`config.mk`:
```
export PLATFORM = sky130hd
export DESIGN_NAME = pcsc_ctrl
export DESIGN_NICKNAME = d
export VERILOG_FILES = /design/src/design/pcsc_pkg.sv /design/src/design/pcsc_ctrl.sv
export SDC_FILE = /design/constraint.sdc
export NUM_CORES = 1
export LEC_CHECK = 0
export BUFFER_PORTS_ARGS = -buffer_cell sky130_fd_sc_hd__buf_2
export CAP_MARGIN = 5
export CORE_AREA = 2 2 39 41
export DETAILED_ROUTE_END_ITERATION = 10
export DIE_AREA = 0 0 41 43
export GPL_TIMING_DRIVEN = 0
export PLACE_DENSITY = 0.78
export SETUP_SLACK_MARGIN = 0.15
export SYNTH_ARGS = -nofsm -noshare
export SYNTH_HDL_FRONTEND = slang
export SYNTH_SLANG_ARGS = --single-unit
export TNS_END_PERCENT = 5
```
`constraint.sdc`:
```
create_clock -name i_clk -period 2 [get_ports i_clk]
set_clock_uncertainty 0.1 [all_clocks]
set_input_delay 0.1 -clock i_clk [delete_from_list [all_inputs] [get_ports i_clk]]
set_output_delay 0.1 -clock i_clk [all_outputs]
set_load 0.05 [all_outputs]
```
`src/design/pcsc_pkg.sv`:
```
// Package for the per-CPU scheduler clock: field widths, opcodes, register
// indexes, reset values, controller/datapath command and status structs, and
// signed-difference later/earlier helpers. No dependencies.
package pcsc_pkg;

    localparam int OP_W        = 2;
    localparam int CPU_W       = 3;
    localparam int NS_W        = 64;
    localparam int SCALE_W     = 20;
    localparam int PERIOD_W    = 30;
    localparam int CFG_IDX_W   = 2;
    localparam int CFG_DATA_W  = 30;
    localparam int HALF_W      = 32;
    localparam int PART_W      = HALF_W + SCALE_W;
    localparam int IDX_EXT_W   = 9;

    localparam int DEF_NUM_CPUS    = 8;
    localparam int DEF_SCALE_SHIFT = 10;

    localparam logic [SCALE_W-1:0]  SCALE_RST  = 20'd341;
    localparam logic [PERIOD_W-1:0] PERIOD_RST = 30'd1000000;

    typedef enum logic [OP_W-1:0] {
        OP_TICK = 2'd0,
        OP_READ = 2'd1,
        OP_INIT = 2'd2,
        OP_NONE = 2'd3
    } t_op;

    typedef enum logic [CFG_IDX_W-1:0] {
        CFG_SCALE  = 2'd0,
        CFG_PERIOD = 2'd1,
        CFG_STABLE = 2'd2,
        CFG_UNUSED = 2'd3
    } t_cfg_idx;

    typedef enum logic [2:0] {
        OUT_NONE,
        OUT_ZERO,
        OUT_SCALED,
        OUT_T,
        OUT_RT
    } t_out_sel;

    typedef struct packed {
        logic     latch;
        logic     mul_lo;
        logic     mul_hi;
        logic     scale;
        logic     delta;
        logic     add;
        logic     clamp_lo;
        logic     clamp_hi;
        logic     cmp;
        logic     init;
        logic     wr_tick;
        logic     wr_own_t;
        logic     wr_own_rt;
        logic     wr_tgt_t;
        t_out_sel out_sel;
    } t_cmd;

    typedef struct packed {
        t_op  op;
        logic own_ok;
        logic tgt_ok;
        logic same_cpu;
        logic stable;
        logic running;
        logic rt_early;
    } t_status;

    // a is later than b when a - b is positive as a signed value
    function automatic logic [NS_W-1:0] later_of(input logic [NS_W-1:0] a,
                                                 input logic [NS_W-1:0] b);
        logic [NS_W-1:0] d;
        d = a - b;
        return (d != '0 && !d[NS_W-1]) ? a : b;
    endfunction

    function automatic logic [NS_W-1:0] earlier_of(input logic [NS_W-1:0] a,
                                                   input logic [NS_W-1:0] b);
        logic [NS_W-1:0] d;
        d = a - b;
        return d[NS_W-1] ? a : b;
    endfunction

endpackage

```
`src/design/pcsc_ctrl.sv`:
```
// Controller for the per-CPU scheduler clock: sequences decode, scaling,
// clamp and write-back steps. Depends on pcsc_pkg.
module pcsc_ctrl
    import pcsc_pkg::*;
(
    input  logic    i_clk,
    input  logic    i_rst_n,
    input  logic    i_start,
    input  t_status i_status,
    output t_cmd    o_cmd,
    output logic    o_busy
);

    typedef enum logic [3:0] {
        S_IDLE,
        S_DECODE,
        S_MUL_LO,
        S_MUL_HI,
        S_SCALE,
        S_DELTA,
        S_ADD,
        S_CLAMP_LO,
        S_CLAMP_HI,
        S_CMP,
        S_WR_OWN,
        S_WR_TGT
    } t_state;

    t_state r_state, n_state;
    logic   r_busy;

    always_comb begin
        o_cmd   = '0;
        n_state = r_state;
        unique case (r_state)
            S_IDLE: begin
                if (i_start) begin
                    o_cmd.latch = 1'b1;
                    n_state     = S_DECODE;
                end
            end
            S_DECODE: begin
                unique case (i_status.op)
                    OP_INIT: begin
                        o_cmd.init = 1'b1;
                        n_state    = S_IDLE;
                    end
                    OP_TICK: begin
                        if (i_status.stable || !i_status.running || !i_status.own_ok) begin
                            n_state = S_IDLE;
                        end else begin
                            n_state = S_MUL_LO;
                        end
                    end
                    OP_READ: begin
                        if (i_status.stable) begin
                            n_state = S_MUL_LO;
                        end else if (!i_status.running || !i_status.own_ok ||
                                     !i_status.tgt_ok) begin
                            o_cmd.out_sel = OUT_ZERO;
                            n_state       = S_IDLE;
                        end else begin
                            n_state = S_MUL_LO;
                        end
                    end
                    default: n_state = S_IDLE;
                endcase
            end
            S_MUL_LO: begin
                o_cmd.mul_lo = 1'b1;
                n_state      = S_MUL_HI;
            end
            S_MUL_HI: begin
                o_cmd.mul_hi = 1'b1;
                n_state      = S_SCALE;
            end
            S_SCALE: begin
                o_cmd.scale = 1'b1;
                n_state     = S_DELTA;
            end
            S_DELTA: begin
                // stable reads end here with the scaled counter
                if (i_status.stable) begin
                    o_cmd.out_sel = OUT_SCALED;
                    n_state       = S_IDLE;
                end else begin
                    o_cmd.delta = 1'b1;
                    n_state     = S_ADD;
                end
            end
            S_ADD: begin
                o_cmd.add = 1'b1;
                n_state   = S_CLAMP_LO;
            end
            S_CLAMP_LO: begin
                o_cmd.clamp_lo = 1'b1;
                n_state        = S_CLAMP_HI;
            end
            S_CLAMP_HI: begin
                o_cmd.clamp_hi = 1'b1;
                n_state        = S_CMP;
            end
            S_CMP: begin
                o_cmd.cmp = 1'b1;
                n_state   = S_WR_OWN;
            end
            S_WR_OWN: begin
                n_state = S_IDLE;
                if (i_status.op == OP_TICK) begin
                    o_cmd.wr_tick = 1'b1;
                end else if (i_status.same_cpu) begin
                    o_cmd.wr_own_t = 1'b1;
                    o_cmd.out_sel  = OUT_T;
                end else if (i_status.rt_early) begin
                    o_cmd.wr_own_t = 1'b1;
                    n_state        = S_WR_TGT;
                end else begin
                    o_cmd.wr_own_rt = 1'b1;
                    o_cmd.out_sel   = OUT_RT;
                end
            end
            S_WR_TGT: begin
                // raise the target clock to ours
                o_cmd.wr_tgt_t = 1'b1;
                o_cmd.out_sel  = OUT_T;
                n_state        = S_IDLE;
            end
            default: n_state = S_IDLE;
        endcase
    end

    always_ff @(posedge i_clk) begin
        if (!i_rst_n) begin
            r_state <= S_IDLE;
            r_busy  <= 1'b0;
        end else begin
            r_state <= n_state;
            r_busy  <= (n_state != S_IDLE);
        end
    end

    assign o_busy = r_busy;

endmodule

```
# After elaboration in Yosys (flattened, before gate mapping)
# Index checks and enable logic that the tools add are counted.
# Widths: inputs -> output; s select.
# classes
n_eq_ne	13
n_reduce_logical	10
muxes	39
# op_table
cell	count
$pmux 4 s11	1
$mux 1	22
$mux 4	5
$eq 4x3->1 const B	4
$eq 4x4->1 const B	4
$mux 3	5
$pmux 3 s4	1
$eq 4x2->1 const B	2
$mux 2	4
$pmux 4 s2	1
$eq 4x1->1 const B	1
$logic_not 4->1	1
$logic_or 1x1->1	4
$reduce_bool 4->1	1
$logic_not 1->1	3
$eq 2x1->1 const B	1
$eq 2x2->1 const B	1
$logic_not 2->1	1
# word_totals
out_inout_bits	18
inputBits	11
word_cells	64
register_bits	5

# Depth between registers and ports, before layout
# logic_depth
ltp_word	8
mapped_depth	5
depth_no_buf	4

# Worst setup path before layout
# No wires, ideal clock.
# synth_timing
kind	reg-to-output
from	reg r_state[0]
to	out o_cmd[7] (netlist name)
path_stages_with_launch	4
t_arrival_ns	2.062
required_time_ns	1.800
n_path_buf	1
slack_ns	-0.262
cell_sequence	dfxtp_1 -> buf_4 -> nand2b_1 -> nor4_1
# synth_lines
element	line_no	source
from (decl)	pcsc_ctrl.sv:29	t_state r_state, n_state;
from (signal assigned)	pcsc_ctrl.sv:137	r_state <= n_state;
to (decl)	pcsc_ctrl.sv:10	output t_cmd o_cmd,

==> flow_summary_export.csv <==
group,metric,value,unit
status,outcome,"complete, no violations",
power,peakVddDrop,0.0002950,V
floorplan,start_util,34.63,%
placed_design,dp_hpwl,1066,um
layout,drive_above_1_share,42.42,%
logic_synthesis,synth_top_area_share,20.89,%
sta,worst_pin_slew,0.4739,ns
clock_network,cts_root_buffer,"clkbuf_4",
clock_network,cts-resized-gates,0,
clock_network,h-tree-depth,1,
logic_synthesis,syn-num-nets,78,
drt,drt_pass1_iterations,4,
power,p_leak,0.0003291,uW
drt,vias_per_cell,5.348,
logic_synthesis,yosysWarnings,0,
clock_network,postCtsSetupBuffers,0,
power,power.density,433.4,nW/um2
clock_network,cts_tree,"yes",
layout,layout_commonest_cell,"buf_2",
clock_network,cts.clk_slew.worst_paths,0.04,ns
drt,wl_per_cell,11.57,um
global_routing,grt_use_total,16.28,%
floorplan,die_w,41,um
placed_design,gp_congestion,0.7612,
sta,relSlewSlack,68.07,%
layout,final_cell_mix,"buf_2, nor2_1, nor3_1, nand2_1, dfxtp_1",
sta,fmax,0.5881,GHz
global_routing,grt_start_max_net_pins,11,
setup_path,cp-start-kind,"register",
drt,dr_total_vias,615,
global_routing,grt-ovfl-total,0,
drt,routed_wl,1331,um
floorplan,core.rowCount,14,
drt,ant_nets,0,
logic_synthesis,synth_area,479.2,um2
logic_synthesis,yosysTopAreaCell,"dfxtp_1",
logic_synthesis,ys_top_cells_by_area,"dfxtp_1, nor3_1, nand2_1",
sta,finalSetupTns,0,ns
clock_network,clock_path_buffers,2,
setup_path,cp_slowest_cell,"dfxtp_1",
setup_path,crit_chain,"buf_2, nor4_2, nand4b_1, nand2_1, clkbuf_4",
drt,drc,0,
floorplan,die_area,1763,um2
floorplan,io_pins,29,
setup_path,cp.arrival,1.50,ns
logic_synthesis,synth_cell_types,28,
setup_path,crit_path_max_incr_delay,0.32,ns
global_routing,antenna_found_initial,0,
sta,drv_slew,0,
global_routing,grt_pass1_vias,529,
global_routing,grt_first_pass_wirelength,2007,um
sta,layout_min_cycle_time,1.700,ns
floorplan,die_h,43,um
floorplan,core_area,1384,um2
sta,rsz0062_at_grt,"no",
layout,diodes,0,
clock_network,insertion_delay,0.24,ns
job,max_cap_violations,0,
sta,final-hold-violation-count,0,
sta,fin_crit_sh,85.02,%
setup_path,crit_path_end_kind,"primary output",
logic_synthesis,synth_seq_area_share,20.89,%
logic_synthesis,synth.avg_cell_area,7.152,um2
sta,hold_slack,0.1077,ns
setup_path,worstSetupPathType,"register to primary output",
logic_synthesis,syn_inst,67,
clock_network,cts_hold_buf,0,
drt,drtIter0Drc,18,
min_path,hold_path_class,"input port to register",
clock_network,clock_sinks,5,
layout,syn_to_final_growth,42.04,%
layout,n_fill_cell,140,
clock_network,cts-buffers-inserted,3,
setup_path,cp_max_fo,10,
layout,fin_nets,111,
logic_synthesis,synth_seq_cells,5,
placed_design,portBuffers,28,
sta,setup_viol,0,
setup_path,cp.required,1.80,ns
-- cells in the mapped netlist --
cell type / instances
nand2_1: 9
nor2_1: 9
nor3_1: 9
dfxtp_1: 5
a21oi_1: 3
nand2b_1: 3
buf_6: 2
inv_1: 2
nand4b_1: 2
nor2b_1: 2
nor4_1: 2
o21ai_0: 2
o31ai_1: 2
a22oi_1: 1
a31oi_1: 1
a41oi_2: 1
and4bb_1: 1
buf_2: 1
buf_4: 1
nand2b_2: 1
nand3_1: 1
nand3b_2: 1
nand4bb_1: 1
o211ai_1: 1
o221a_1: 1
or2_2: 1
or2b_1: 1
or4_4: 1
-- flip-flops by register name, indices dropped and copies added, names as in the netlist --
register / flops
r_state: 4
o_busy: 1
-- power by group --
part | switching, uW | internal [uW] | leakage [uW] | total [uW]
Combinational | 46.2 | 26.6 | 0.000273 | 72.8
Sequential | 1.75 | 104 | 0.0000408 | 105
Clock | 41.4 | 75.4 | 0.0000150 | 117
Total | 89.3 | 206 | 0.000329 | 295
-- through the flow --
step           util, %  worst slack (ns)  instances  cell area, um2  power [uW]
3_5_place_dp     46.65            0.4412        111           645.6       178.6
5_1_grt          49.19            0.1686        115           680.7       317.5
4_1_cts          48.55            0.1657        115           671.9       298.7
6_report         49.19            0.2996        115           680.7       295.0
2_1_floorplan        -        -0.0001764         67           485.5       154.2
3_3_place_gp     46.65            0.4389        111           645.6       177.2
-- worst max-delay path, delay by kind of cell, from the launching register on --
| kind | cells | cell delay, ns |
|---|---|---|
| buffers and inverters | 2 | 0.42 |
| DFF | 1 | 0.32 |
| and+or+nand+nor | 3 | 0.52 |
-- metal layers --
layer | vias to the layer above | part of all wire, % | global-route usage [%]
met1 | 285 | 43 | 19.68
met4 | 0 | 0 | 2.000
met2 | 20 | 52 | 27.81
met5 | - | 0 | 0
li1 | 310 | - | -
met3 | 0 | 4.9 | 4.712
-- layout make-up --
| cell class | instances | area, um2 | area share (%) |
|---|---|---|---|
| plain buffers | 4 | 35.03 | 5.147 |
| clock buffers | 4 | 26.28 | 3.860 |
| inverters | 2 | 7.507 | 1.103 |
| multi-input cells | 56 | 349.1 | 51.29 |
| flip-flops and latches | 5 | 100.1 | 14.71 |
| well taps | 16 | 20.02 | 2.941 |
| repair buffers | 28 | 142.6 | 20.96 |
-- path summary, 6_finish.rpt --
path	start	end	slack [ns]	cells past startpoint
worst min register to register	r_state[0]	r_state[0]	0.63	3
worst min-delay path	i_rst_n	r_state[2]	0.11	3
worst max-delay path	r_state[2]	o_cmd[0]	0.30	5
worst max register to register	r_state[2]	o_busy	0.56	5
-- kinds of logic (layout without fill, tap and decap cells) --
logic type             after synthesis  count (layout)  share of synthesized area (%)
AO/OA/AOI/OAI                       12              12                          18.54
buffers and inverters                6              38                          8.877
flip-flops                           5               5                          20.89
AND/OR/NAND/NOR                     44              44                          51.70
No activity file was read; power rests on OpenSTA's default activity.
